--- src/hdl/lifu_pkg.sv ---
// ----------------------------------------------------------------------------
// lifu_pkg: shared types and constants for the linear interpolation upsampler
// Request payloads, lane control bundle, sequencer states and divider sizing.
// ----------------------------------------------------------------------------
package lifu_pkg;

    localparam int CONT_LANES   = 4;
    localparam int DISC_LANES   = 2;
    localparam int WORD_W       = 32;
    localparam int FACTOR_W     = 6;
    localparam int MAX_FACTOR   = 32;
    localparam int FACTOR_RESET = 4;

    // Step counter for emitted frames, 0 .. MAX_FACTOR-1
    localparam int K_W = $clog2(MAX_FACTOR);

    // Divider: |cur - prev| fits in WORD_W bits, remainder stays below MAX_FACTOR
    localparam int DIV_W     = WORD_W;
    localparam int DIV_BITS  = 4;
    localparam int DIV_STEPS = DIV_W / DIV_BITS;
    localparam int DIV_CNT_W = $clog2(DIV_STEPS);
    localparam int REM_W     = $clog2(MAX_FACTOR);

    typedef struct packed {
        logic signed [WORD_W-1:0] in_cont_0;
        logic signed [WORD_W-1:0] in_cont_1;
        logic signed [WORD_W-1:0] in_cont_2;
        logic signed [WORD_W-1:0] in_cont_3;
        logic [WORD_W-1:0]        in_disc_0;
        logic [WORD_W-1:0]        in_disc_1;
        logic                     last_frame;
    } in_item_t;

    typedef struct packed {
        logic signed [WORD_W-1:0] out_cont_0;
        logic signed [WORD_W-1:0] out_cont_1;
        logic signed [WORD_W-1:0] out_cont_2;
        logic signed [WORD_W-1:0] out_cont_3;
        logic [WORD_W-1:0]        out_disc_0;
        logic [WORD_W-1:0]        out_disc_1;
        logic                     last_of_run;
    } out_item_t;

    typedef struct packed {
        logic start;
        logic div_step;
        logic emit_step;
    } lane_ctrl_t;

    typedef enum logic [1:0] {
        ST_IDLE,
        ST_DIVIDE,
        ST_EMIT,
        ST_FINAL
    } state_t;

endpackage

--- src/hdl/lifu_lane.sv ---
// ----------------------------------------------------------------------------
// lifu_lane: one continuous-lane interpolation core
// Divides |cur - prev| by the factor (DIV_BITS quotient bits per cycle), then
// walks prev + trunc(k*diff/L) one step per emitted frame using the quotient
// and remainder, so no multiply or divide is needed per output.
// ----------------------------------------------------------------------------
module lifu_lane (
    input  logic                           clk,
    input  lifu_pkg::lane_ctrl_t           ctrl,
    input  logic [lifu_pkg::FACTOR_W-1:0]  factor,
    input  logic [lifu_pkg::WORD_W-1:0]    held_val,
    input  logic [lifu_pkg::WORD_W-1:0]    cur_val,
    output logic [lifu_pkg::WORD_W-1:0]    val
);

    logic                          neg_reg,   neg_next;
    logic [lifu_pkg::DIV_W-1:0]    quo_reg,   quo_next;
    logic [lifu_pkg::REM_W-1:0]    rem_reg,   rem_next;
    logic [lifu_pkg::REM_W-1:0]    acc_r_reg, acc_r_next;
    logic [lifu_pkg::WORD_W-1:0]   val_reg,   val_next;

    logic [lifu_pkg::WORD_W:0]     diff;
    logic [lifu_pkg::WORD_W:0]     diff_neg;
    logic [lifu_pkg::WORD_W-1:0]   mag;

    logic [lifu_pkg::REM_W:0]      trial;
    logic [lifu_pkg::REM_W-1:0]    rem_w;
    logic [lifu_pkg::DIV_W-1:0]    quo_w;

    logic [lifu_pkg::REM_W:0]      sum_r;
    logic [lifu_pkg::REM_W:0]      sum_r_adj;
    logic                          carry;
    logic [lifu_pkg::WORD_W-1:0]   step_val;

    always_comb
    begin
        diff     = {cur_val[lifu_pkg::WORD_W-1], cur_val}
                 - {held_val[lifu_pkg::WORD_W-1], held_val};
        diff_neg = ~diff + 1'b1;
        mag      = diff[lifu_pkg::WORD_W] ? diff_neg[lifu_pkg::WORD_W-1:0]
                                          : diff[lifu_pkg::WORD_W-1:0];

        // restoring division, MSB first, quotient bits shift in at the bottom
        rem_w = rem_reg;
        quo_w = quo_reg;
        trial = '0;
        for (int i = 0; i < lifu_pkg::DIV_BITS; i++)
        begin
            trial = {rem_w, quo_w[lifu_pkg::DIV_W-1]};
            quo_w = {quo_w[lifu_pkg::DIV_W-2:0], 1'b0};
            if (trial >= factor)
            begin
                trial    = trial - factor;
                quo_w[0] = 1'b1;
            end
            rem_w = trial[lifu_pkg::REM_W-1:0];
        end

        // k*|d| = q*L + r; each step adds Q and R, with one carry when r wraps
        sum_r     = {1'b0, acc_r_reg} + {1'b0, rem_reg};
        carry     = (sum_r >= factor);
        sum_r_adj = carry ? (sum_r - factor) : sum_r;
        // neg: val - Q - c  ==  val + ~Q + (1 - c)
        step_val  = val_reg + (quo_reg ^ {lifu_pkg::WORD_W{neg_reg}})
                  + {{(lifu_pkg::WORD_W-1){1'b0}}, neg_reg ^ carry};

        neg_next   = neg_reg;
        quo_next   = quo_reg;
        rem_next   = rem_reg;
        acc_r_next = acc_r_reg;
        val_next   = val_reg;
        if (ctrl.start)
        begin
            neg_next   = diff[lifu_pkg::WORD_W];
            quo_next   = mag;
            rem_next   = '0;
            acc_r_next = '0;
            val_next   = held_val;
        end
        else if (ctrl.div_step)
        begin
            quo_next = quo_w;
            rem_next = rem_w;
        end
        else if (ctrl.emit_step)
        begin
            acc_r_next = sum_r_adj[lifu_pkg::REM_W-1:0];
            val_next   = step_val;
        end
    end

    always_ff @(posedge clk)
    begin
        neg_reg   <= neg_next;
        quo_reg   <= quo_next;
        rem_reg   <= rem_next;
        acc_r_reg <= acc_r_next;
        val_reg   <= val_next;
    end

    assign val = val_reg;

endmodule

--- src/hdl/lifu_out.sv ---
// ----------------------------------------------------------------------------
// lifu_out: merge stage and output register
// Gathers the lane values (or the current frame for the final copy) with the
// discrete words and last flag into one request and holds it until taken.
// ----------------------------------------------------------------------------
module lifu_out (
    input  logic                          clk,
    input  logic                          rst_n,
    input  logic                          push,
    input  logic                          sel_final,
    input  logic                          last_flag,
    input  logic [lifu_pkg::WORD_W-1:0]   lane_val  [lifu_pkg::CONT_LANES],
    input  logic [lifu_pkg::WORD_W-1:0]   held_disc [lifu_pkg::DISC_LANES],
    input  logic [lifu_pkg::WORD_W-1:0]   cur_cont  [lifu_pkg::CONT_LANES],
    input  logic [lifu_pkg::WORD_W-1:0]   cur_disc  [lifu_pkg::DISC_LANES],
    output logic                          slot_free,
    input  logic                          out_stall,
    output logic                          out_valid,
    output lifu_pkg::out_item_t           out_data
);

    logic                   out_valid_reg, out_valid_next;
    lifu_pkg::out_item_t    out_data_reg,  out_data_next;
    lifu_pkg::out_item_t    item;

    logic [lifu_pkg::WORD_W-1:0] cont_sel [lifu_pkg::CONT_LANES];
    logic [lifu_pkg::WORD_W-1:0] disc_sel [lifu_pkg::DISC_LANES];

    always_comb
    begin
        for (int j = 0; j < lifu_pkg::CONT_LANES; j++)
        begin
            cont_sel[j] = sel_final ? cur_cont[j] : lane_val[j];
        end
        for (int j = 0; j < lifu_pkg::DISC_LANES; j++)
        begin
            disc_sel[j] = sel_final ? cur_disc[j] : held_disc[j];
        end

        item.out_cont_0  = cont_sel[0];
        item.out_cont_1  = cont_sel[1];
        item.out_cont_2  = cont_sel[2];
        item.out_cont_3  = cont_sel[3];
        item.out_disc_0  = disc_sel[0];
        item.out_disc_1  = disc_sel[1];
        item.last_of_run = last_flag;

        slot_free      = !out_valid_reg || !out_stall;
        out_valid_next = push || (out_valid_reg && out_stall);
        out_data_next  = push ? item : out_data_reg;
    end

    always_ff @(posedge clk or negedge rst_n)
    begin
        if (!rst_n)
        begin
            out_valid_reg <= 1'b0;
        end
        else
        begin
            out_valid_reg <= out_valid_next;
        end
    end

    always_ff @(posedge clk)
    begin
        out_data_reg <= out_data_next;
    end

    assign out_valid = out_valid_reg;
    assign out_data  = out_data_reg;

endmodule

--- src/hdl/linear_interp_frame_upsampler.sv ---
// ----------------------------------------------------------------------------
// linear_interp_frame_upsampler: linear interpolation frame upsampler, top level
// A request with a held frame is accepted in ST_IDLE, then the lanes divide in
// ST_DIVIDE at 4 quotient bits per step and emit the L frames from ST_EMIT.
// Requests are taken only in ST_IDLE, so each request is finished before the next
// one is accepted; output stalls hold the emitted frames and the final copy.
// Reset: factor 4, no frame held, output register empty; sequencer idle.
// ----------------------------------------------------------------------------
module linear_interp_frame_upsampler (
    input  logic                           clk,
    input  logic                           rst_n,
    input  logic                           cfg_wr_en,
    input  logic [lifu_pkg::FACTOR_W-1:0]  cfg_wr_data,
    input  logic                           in_valid,
    output logic                           in_stall,
    input  lifu_pkg::in_item_t             in_data,
    output logic                           out_valid,
    input  logic                           out_stall,
    output lifu_pkg::out_item_t            out_data
);

    lifu_pkg::state_t                  state_reg, state_next;
    logic [lifu_pkg::FACTOR_W-1:0]     factor_reg, factor_next;
    logic [lifu_pkg::FACTOR_W-1:0]     l_reg, l_next;
    logic [lifu_pkg::DIV_CNT_W-1:0]    div_cnt_reg, div_cnt_next;
    logic [lifu_pkg::K_W-1:0]          k_reg, k_next;
    logic                              have_held_reg, have_held_next;
    logic                              cur_last_reg;

    logic [lifu_pkg::WORD_W-1:0] held_cont_reg [lifu_pkg::CONT_LANES];
    logic [lifu_pkg::WORD_W-1:0] held_disc_reg [lifu_pkg::DISC_LANES];
    logic [lifu_pkg::WORD_W-1:0] cur_cont_reg  [lifu_pkg::CONT_LANES];
    logic [lifu_pkg::WORD_W-1:0] cur_disc_reg  [lifu_pkg::DISC_LANES];

    logic [lifu_pkg::WORD_W-1:0] in_cont  [lifu_pkg::CONT_LANES];
    logic [lifu_pkg::WORD_W-1:0] in_disc  [lifu_pkg::DISC_LANES];
    logic [lifu_pkg::WORD_W-1:0] lane_val [lifu_pkg::CONT_LANES];

    lifu_pkg::lane_ctrl_t          lane_ctrl;
    logic [lifu_pkg::FACTOR_W-1:0] eff_factor;
    logic                          accept;
    logic                          k_last;
    logic                          push;
    logic                          sel_final;
    logic                          last_flag;
    logic                          slot_free;
    logic                          load_in_held;
    logic                          cur_to_held;
    logic                          clear_held;

    always_comb
    begin
        in_cont[0] = in_data.in_cont_0;
        in_cont[1] = in_data.in_cont_1;
        in_cont[2] = in_data.in_cont_2;
        in_cont[3] = in_data.in_cont_3;
        in_disc[0] = in_data.in_disc_0;
        in_disc[1] = in_data.in_disc_1;

        // zero acts as 1, anything above the maximum saturates
        if (factor_reg == '0)
        begin
            eff_factor = lifu_pkg::FACTOR_W'(1);
        end
        else if (factor_reg > lifu_pkg::FACTOR_W'(lifu_pkg::MAX_FACTOR))
        begin
            eff_factor = lifu_pkg::FACTOR_W'(lifu_pkg::MAX_FACTOR);
        end
        else
        begin
            eff_factor = factor_reg;
        end

        factor_next = cfg_wr_en ? cfg_wr_data : factor_reg;
        k_last      = (({1'b0, k_reg}) + 1'b1) == l_reg;
    end

    // sequencer
    always_comb
    begin
        state_next     = state_reg;
        div_cnt_next   = div_cnt_reg;
        k_next         = k_reg;
        l_next         = l_reg;
        in_stall       = 1'b1;
        accept         = 1'b0;
        lane_ctrl      = '0;
        push           = 1'b0;
        sel_final      = 1'b0;
        last_flag      = 1'b0;
        load_in_held   = 1'b0;
        cur_to_held    = 1'b0;
        clear_held     = 1'b0;

        case (state_reg)
            lifu_pkg::ST_IDLE:
            begin
                in_stall = 1'b0;
                if (in_valid)
                begin
                    accept = 1'b1;
                    l_next = eff_factor;
                    if (have_held_reg)
                    begin
                        lane_ctrl.start = 1'b1;
                        div_cnt_next    = '0;
                        state_next      = lifu_pkg::ST_DIVIDE;
                    end
                    else if (in_data.last_frame)
                    begin
                        state_next = lifu_pkg::ST_FINAL;
                    end
                    else
                    begin
                        // first frame of a sequence: just hold it
                        load_in_held = 1'b1;
                    end
                end
            end

            lifu_pkg::ST_DIVIDE:
            begin
                lane_ctrl.div_step = 1'b1;
                div_cnt_next       = div_cnt_reg + 1'b1;
                if (div_cnt_reg == lifu_pkg::DIV_CNT_W'(lifu_pkg::DIV_STEPS - 1))
                begin
                    k_next     = '0;
                    state_next = lifu_pkg::ST_EMIT;
                end
            end

            lifu_pkg::ST_EMIT:
            begin
                if (slot_free)
                begin
                    push                = 1'b1;
                    lane_ctrl.emit_step = 1'b1;
                    last_flag           = !cur_last_reg && k_last;
                    k_next              = k_reg + 1'b1;
                    if (k_last)
                    begin
                        if (cur_last_reg)
                        begin
                            state_next = lifu_pkg::ST_FINAL;
                        end
                        else
                        begin
                            cur_to_held = 1'b1;
                            state_next  = lifu_pkg::ST_IDLE;
                        end
                    end
                end
            end

            lifu_pkg::ST_FINAL:
            begin
                if (slot_free)
                begin
                    push       = 1'b1;
                    sel_final  = 1'b1;
                    last_flag  = 1'b1;
                    clear_held = 1'b1;
                    state_next = lifu_pkg::ST_IDLE;
                end
            end

            default:
            begin
                state_next = lifu_pkg::ST_IDLE;
            end
        endcase

        have_held_next = have_held_reg;
        if (load_in_held || cur_to_held)
        begin
            have_held_next = 1'b1;
        end
        else if (clear_held)
        begin
            have_held_next = 1'b0;
        end
    end

    always_ff @(posedge clk or negedge rst_n)
    begin
        if (!rst_n)
        begin
            state_reg     <= lifu_pkg::ST_IDLE;
            factor_reg    <= lifu_pkg::FACTOR_W'(lifu_pkg::FACTOR_RESET);
            div_cnt_reg   <= '0;
            k_reg         <= '0;
            have_held_reg <= 1'b0;
        end
        else
        begin
            state_reg     <= state_next;
            factor_reg    <= factor_next;
            div_cnt_reg   <= div_cnt_next;
            k_reg         <= k_next;
            have_held_reg <= have_held_next;
        end
    end

    // frame storage
    always_ff @(posedge clk)
    begin
        l_reg <= l_next;
        if (accept)
        begin
            cur_last_reg <= in_data.last_frame;
            cur_cont_reg <= in_cont;
            cur_disc_reg <= in_disc;
        end
        if (load_in_held)
        begin
            held_cont_reg <= in_cont;
            held_disc_reg <= in_disc;
        end
        else if (cur_to_held)
        begin
            held_cont_reg <= cur_cont_reg;
            held_disc_reg <= cur_disc_reg;
        end
        else if (clear_held)
        begin
            for (int j = 0; j < lifu_pkg::CONT_LANES; j++)
            begin
                held_cont_reg[j] <= '0;
            end
            for (int j = 0; j < lifu_pkg::DISC_LANES; j++)
            begin
                held_disc_reg[j] <= '0;
            end
        end
    end

    for (genvar j = 0; j < lifu_pkg::CONT_LANES; j++)
    begin : g_lane
        lifu_lane u_lane (
            .clk      (clk),
            .ctrl     (lane_ctrl),
            .factor   (l_reg),
            .held_val (held_cont_reg[j]),
            .cur_val  (in_cont[j]),
            .val      (lane_val[j])
        );
    end

    lifu_out u_out (
        .clk       (clk),
        .rst_n     (rst_n),
        .push      (push),
        .sel_final (sel_final),
        .last_flag (last_flag),
        .lane_val  (lane_val),
        .held_disc (held_disc_reg),
        .cur_cont  (cur_cont_reg),
        .cur_disc  (cur_disc_reg),
        .slot_free (slot_free),
        .out_stall (out_stall),
        .out_valid (out_valid),
        .out_data  (out_data)
    );

    a_held_goes_to_divide: assert property (@(posedge clk) disable iff (!rst_n)
        (accept && have_held_reg) |=> (state_reg == lifu_pkg::ST_DIVIDE))
        else $error("request with a held frame did not start the divider");

    a_k_in_range: assert property (@(posedge clk) disable iff (!rst_n)
        (state_reg == lifu_pkg::ST_EMIT) |-> ({1'b0, k_reg} < l_reg))
        else $error("emit step count ran past the factor");

    a_factor_legal: assert property (@(posedge clk) disable iff (!rst_n)
        (state_reg == lifu_pkg::ST_DIVIDE) |->
            (l_reg != '0 && l_reg <= lifu_pkg::FACTOR_W'(lifu_pkg::MAX_FACTOR)))
        else $error("latched factor out of range");

    a_final_clears_held: assert property (@(posedge clk) disable iff (!rst_n)
        (state_reg == lifu_pkg::ST_FINAL && push) |=> !have_held_reg)
        else $error("held frame survived the final copy");

endmodule

--- config.mk ---
export PLATFORM = sky130hd
export DESIGN_NAME = linear_interp_frame_upsampler
export DESIGN_NICKNAME = d
export VERILOG_FILES = /design/src/hdl/lifu_pkg.sv /design/src/hdl/lifu_lane.sv /design/src/hdl/lifu_out.sv /design/src/hdl/linear_interp_frame_upsampler.sv
export SDC_FILE = /design/constraint.sdc
export NUM_CORES = 2
export LEC_CHECK = 0
export CAP_MARGIN = 40
export CELL_PAD_IN_SITES_DETAIL_PLACEMENT = 0
export CELL_PAD_IN_SITES_GLOBAL_PLACEMENT = 1
export CORE_MARGIN = 5
export CORE_UTILIZATION = 52
export DETAILED_ROUTE_END_ITERATION = 8
export DONT_BUFFER_PORTS = 1
export PLACE_DENSITY = 0.83
export SYNTH_ARGS = -nofsm -noshare
export SYNTH_HDL_FRONTEND = slang
export SYNTH_SLANG_ARGS = --single-unit
--- constraint.sdc ---
create_clock -name clk -period 17.5 [get_ports clk]
set_clock_uncertainty 0.2 [all_clocks]
set_input_delay 0.875 -clock clk [delete_from_list [all_inputs] [get_ports clk]]
set_output_delay 0.875 -clock clk [all_outputs]
set_load 0.05 [all_outputs]
# Word level (Yosys, flattened, before mapping)
# Index checks and enable logic that the tools add are counted.
# op_classes
multipliers	0
eq_ne	13
shifts	0
div	0
bitwise	13
n_lt_le_gt_ge	21
muxes	111
n_reduce_logical	24
n_addsub	43
# op_table
operator	count
$mux W32	30
$mux W128	3
$mux W64	3
$sub A32 B32 Y33	4
$add A32 B1 Y32	4
$add A32 B1 Y32 const B	4
$add A32 B32 Y32	4
$not A32 Y32	4
$xor A32 B32 Y32	4
$ge A6 B6 Y1	20
$mux W5	22
$sub A5 B5 Y5	20
$mux W1	38
$add A5 B5 Y6	4
$mux W2	8
$ne A2 B2 Y1 const B	6
$pmux W5 S2	1
$reduce_bool A2 Y1	5
$pmux W2 S4	1
$add A5 B1 Y6 const B	1
$eq A6 B6 Y1	1
$gt A6 B6 Y1 const B	1
$logic_not A6 Y1	1
$mux W3	2
21 further kinds	34
# totals
mem_bits_ro	0
mem_bits_rw	0
input_bits	204
ff_bits	902
latchBits	0
mem_count	0

# Longest topological paths before layout
# logic_depth
ltp_word	10
mapped_depth	39
depth_no_buf	37

# Hierarchy
# From an unflattened synthesis, not the netlist that was laid out.
# hier_totals
hier_cells	5464
area_unflattened_um2	58665.0
# modules_own_cells
mod	area_each_um2	seq_area_each_um2	cells_per_inst	instances
lifu_lane at g_lane[1].u_lane ...	9004.9	2152.1	1088	2
linear_interp_frame_upsampler	14654.1	12167.9	735	1
lifu_lane at g_lane[3].u_lane	8993.6	2152.1	1095	1
lifu_lane at g_lane[0].u_lane	8783.4	2152.1	1049	1
lifu_out	8224.1	5820.6	409	1

# Least setup slack after synthesis
# No wires, ideal clock.
# synth_path
path_kind	register -> register
from	register u_out.out_valid_reg (netlist: u_out.out_valid)
to	register g_lane[0].u_lane.val_reg, in the netlist g_lane[0].u_lane.val[0], enable pin
path_stages_with_launch	6
path_buffers	2
path_slack_ps	3537
required_time_ps	16808
t_arrival_ps	13271
synth_period_minus_slack_ps	13963
cell_sequence	dfrtp_1 > a21boi_1 > nand2b_1 > clkbuf_1 > clkbuf_1 > nand2_1
# synth_via
elab_chain_cells	6
# synth_rtl
element	line_no	text
start, declared	lifu_out.sv:22	logic out_valid_reg, out_valid_next;
start signal, assigned	lifu_out.sv:61	out_valid_reg <= out_valid_next;
$logic_not A1 Y1	lifu_out.sv:48	slot_free = !out_valid_reg || !out_stall;
$logic_or A1 B1 Y1	lifu_out.sv:48	
$mux W1	linear_interp_frame_upsampler.sv:134	if (slot_free)
$mux W1	linear_interp_frame_upsampler.sv:95	case (state_reg)
$reduce_bool A2 Y1 (no line)	--	
$reduce_and A2 Y1 (no line)	--	
end signal, assigned	lifu_lane.sv:98	val_reg <= val_next;
end, declared	lifu_lane.sv:20	logic [lifu_pkg::WORD_W-1:0] val_reg, val_next;
# No other way between the ends.
# A chain may end at the register's enable or synchronous reset.

# Worst setup path after layout
# layout_path
from	register l_reg[0] in the netlist's numbering
to	register g_lane[1].u_lane.rem_reg[4] in the netlist's numbering
# layout_via
elab_chain_cells	8
word_cells_on_any_way	12
# layout_rtl
element	line_no	text
start, declared	linear_interp_frame_upsampler.sv:24	logic [lifu_pkg::FACTOR_W-1:0] l_reg, l_next;
start signal, assigned	linear_interp_frame_upsampler.sv:207	l_reg <= l_next;
$sub A5 B5 Y5 / $ge A6 B6 Y1 (equally long branches)	lifu_lane.sv:53, lifu_lane.sv:51	
$mux W5	lifu_lane.sv:51	if (trial >= factor)
$sub A5 B5 Y5 / $ge A6 B6 Y1 (equally long branches)	lifu_lane.sv:53, lifu_lane.sv:51	
$mux W5	lifu_lane.sv:51	
$sub A5 B5 Y5 / $ge A6 B6 Y1 (equally long branches)	lifu_lane.sv:53, lifu_lane.sv:51	
$mux W5	lifu_lane.sv:51	
$sub A5 B5 Y5 / $ge A6 B6 Y1 (equally long branches)	lifu_lane.sv:53, lifu_lane.sv:51	
$mux W5 (*)	lifu_lane.sv:51	
end signal, assigned	lifu_lane.sv:96	rem_reg <= rem_next;
end, declared	lifu_lane.sv:18	logic [lifu_pkg::REM_W-1:0] rem_reg, rem_next;
# Every way passes the cells marked *; elsewhere a longest branch is shown, timed or not.

==> impl_results.md <==
- Worst path arrival time: 9570 ps
- Clock Tree Buf Depth: 3
- First-pass GRT wire length: 229,000 um
- Int Pwr: 7.74 mW
- Logic pwr share: 50.5%
- Final period utilization: 52.7%
- Gr usage total: 24.5%
- CTS H-tree depth: 3
- PortBufs: 0
- Critical-path top delay cell: a21oi_1
- CTS Buf Count: 99
- FF-to-FF path depth: 32
- Syn_nets: 5,969
- Mux share of post-synthesis cell area: 4.88%
- Clk slew on worst S/H paths: 70 ps
- DRC violations left: 0
- IO Count: 399
- CP Capture Type: flip-flop
- Clock share of power: 15.8%
- Setup WS pre-CTS: 8280 ps
- Largest family of logic cells by synthesized area: compound AO/OA/AOI/OAI gates
- Setup TNS Final: 0 ps
- Sw Ratio: 43.8%
- Fmax achieved: 0.108 GHz
- VDD IR max: 0.000136 V
- Post-synthesis xor/xnor area fraction: 8.05%
- Buf+Inv Stages, Crit Path: 2
- Inst Count DP: 6,607
- DRT Pass-1 Iters: 5
- Clock latency on the worst-skew pair: 680 ps
- Worst Path Required: 17,840 ps
- Vias: 40,635
- Die area: 117,000 um2
- P_sw: 6.02 mW
- CORE AREA: 109,000 um2
- Root Driver: clkbuf_16
- Drt total wl: 147,000 um
- Flop-to-flop setup slack: 8280 ps
- Synth Area in Simple Gates: 9.74%
- Area growth from synthesis to layout: 8.83%
- P_leak: 24.5 nW
- Main synth FF type: edfxtp_1
- Vias per cell: 5.98
- CTS tree: done
- Vias in the first global route: 40,386
- Final GP Congestion: 0.892
- CP Class: reg2reg
- Synth Register Bits: 902
- Actual slew at the worst max-slew pin: 894 ps
- Die H: 341 um
- Seq/Total Area, Yosys: 46.6%
- CP top delay family: compound AO/OA/AOI/OAI gates
- Power, Total: 13.8 mW
- Max Cap Viol: 0
- Finished Layout Cells: 6,792
- Crit start category: flip-flop
- Hold Violations, Final: 0
- Number of flops mapped to enable cells by yosys: 844
- Initial core utilization: 52.4%
- Largest net degree at the start of global routing: 130
- Cell Pwr Density: 221 nW/um2
- Slowest cell delay on critical path: 650 ps
- Synthesized-area fraction occupied by adder cells: 9.91%
- Status: finished, final reports clean
- Asr flop ratio synth: 2.00%
- Mapped Cells: 5,334
- Nets: 5,931
- Unrepaired setup endpoints after global routing: false
- Fin crit period: 9220 ps
- DRT iter0 DRCs: 2,667
- Post-route ant nets: 0
- Cell Area, Synth: 57,100 um2
- CP Max Fanout: 15
- Slew Limit Fails: 0
- Residual overflow from global routing: 0
- Yosys warns: 0
- Worst hold path cell count: 0
- Setup Viol. Count Final: 0
- Compound-Gate Fraction of Synth Area: 17.6%
- Sequential power share: 33.7%
- Most frequent cell on the critical path: a21oi_1
- Reg-to-Reg End: g_lane[1].u_lane.rem_reg[4]$_SDFFE_PP0P_
- Fin util: 57.0%
- Final WS setup: 8280 ps
- CTS sink count: 902
- Netlist cell types: 88
- Min-Delay Path Class: in2reg
- Die W: 341 um
- Antenna violations before repair: 1
- Hpwl dp: 103,000 um
- Layout cells sized above 1: 9.04%
- Reg2reg start: l_reg[0]$_SDFFCE_PP1P_
- Max reg flops: 193
- Mapped Avg Cell Area: 10.7 um2
- Postcts setup bufs: 0
- Min-delay src: in_data[83]
- Routed WL per cell: 21.6 um
- Rel. slew slack: 40.4%
- Cell Rows: 121
- Worst Hold End: cur_cont_reg[18]$_DFFE_PP_
- Antenna fix cells: 0
-- logic make-up (layout without fill, tap and decap cells) --
| logic type | after synthesis | in the layout |
|---|---|---|
| compound gates | 1561 | 1561 |
| mux | 252 | 252 |
| buf+inv | 491 | 535 |
| simple gates | 1172 | 1172 |
| fa+ha+maj | 431 | 431 |
| flops | 902 | 902 |
| xor+xnor | 525 | 525 |
-- through the flow --
| step | cell area [um2] | hold slack (ps) |
|---|---|---|
| finish | 62200 | 89.1 |
| global route | 62200 | 42.5 |
| CTS | 62200 | 26.4 |
| detailed placement | 58800 | 273 |
| global placement | 58500 | 263 |
| floorplan | 57100 | 251 |
-- worst max-delay path by stage --
| stage | from | end | slack, ps | cells past startpoint |
|---|---|---|---|---|
| after floorplan | u_out.out_valid$_DFF_PN0_ | g_lane[0].u_lane.val[0]$_DFFE_PP_ | 3540 | 5 |
| after global placement | l_reg[0]$_SDFFCE_PP1P_ | g_lane[1].u_lane.rem_reg[1]$_SDFFE_PP0P_ | 8560 | 31 |
| after detailed placement | l_reg[0]$_SDFFCE_PP1P_ | g_lane[1].u_lane.quo_reg[0]$_DFFE_PP_ | 8280 | 30 |
| after CTS | l_reg[0]$_SDFFCE_PP1P_ | g_lane[1].u_lane.quo_reg[0]$_DFFE_PP_ | 8340 | 30 |
| after global routing | l_reg[0]$_SDFFCE_PP1P_ | g_lane[1].u_lane.rem_reg[4]$_SDFFE_PP0P_ | 7570 | 32 |
| final | l_reg[0]$_SDFFCE_PP1P_ | g_lane[1].u_lane.rem_reg[4]$_SDFFE_PP0P_ | 8280 | 32 |
-- cell type report --
cell class / instances / area, um2
fill: 9257 / 46800
multi-input combinational: 3941 / 28700
timing repair buffer: 59 / 608
sequential: 902 / 26600
clock inverter: 69 / 778
tap: 1414 / 1770
clock buffer: 114 / 2580
inverter: 293 / 1120
-- per-layer routing --
layer	global-route usage (%)	routed length, um	vias up
met1	33.6	65900	19615
met2	40.5	68100	1113
met4	6.34	3350	0
met5	0	0	-
li1	-	-	19730
met3	4.52	9600	177
-- timing repair --
action,4_1_cts,5_1_grt
hold buffers,1,0
gates resized for setup,0,0
hold endpoints to repair,18,0
-- power by group through the flow --
stage          Clock [mW]  Combinational, mW  Sequential [mW]
3_3_place_gp            0               6.70             4.68
2_1_floorplan           0               5.41             4.61
6_report             2.18               6.94             4.64
5_1_grt              2.33               7.80             4.71
3_5_place_dp            0               6.88             4.68
4_1_cts              2.23               6.94             4.65
-- synthesized netlist by cell type, types with 29 or more instances --
library cell  instances  area share (%)
and2_1               32            0.35
inv_1               293             1.9
xor2_1              274             4.2
o21bai_1             29            0.38
nor3_1               55            0.48
ha_1                395             8.7
a21o_1              170             2.2
dfxtp_1              40             1.4
xnor2_1             251             3.8
a211oi_1             42            0.55
o31ai_1              34            0.45
mux2_2              214             4.2
and3_1               44            0.48
mux2i_1              38            0.67
fa_1                 36             1.3
o21a_1               49            0.64
clkbuf_1            181             1.2
nand3_1              86            0.75
edfxtp_1            844              44
a31oi_1              54            0.59
nand2b_1             56            0.61
or3_1                29            0.32
nor2_1              306             2.0
a22o_1              196             3.0
nor2b_1              49            0.54
a21oi_1             423             3.7
o21ai_0             392             3.4
nand2_1             389             2.6
-- placed cells by master (no fill, tap or decap), drive strengths merged, types with 58 or more instances in the layout --
cell type,count
a21o,170
a21oi,423
a22o,196
buf,58
clkbuf,114
edfxtp,844
ha,395
inv,301
mux2,214
nand2,389
nand3,86
nor2,306
o21ai,397
xnor2,251
xor2,274
Power figures use the tool's default switching activity.
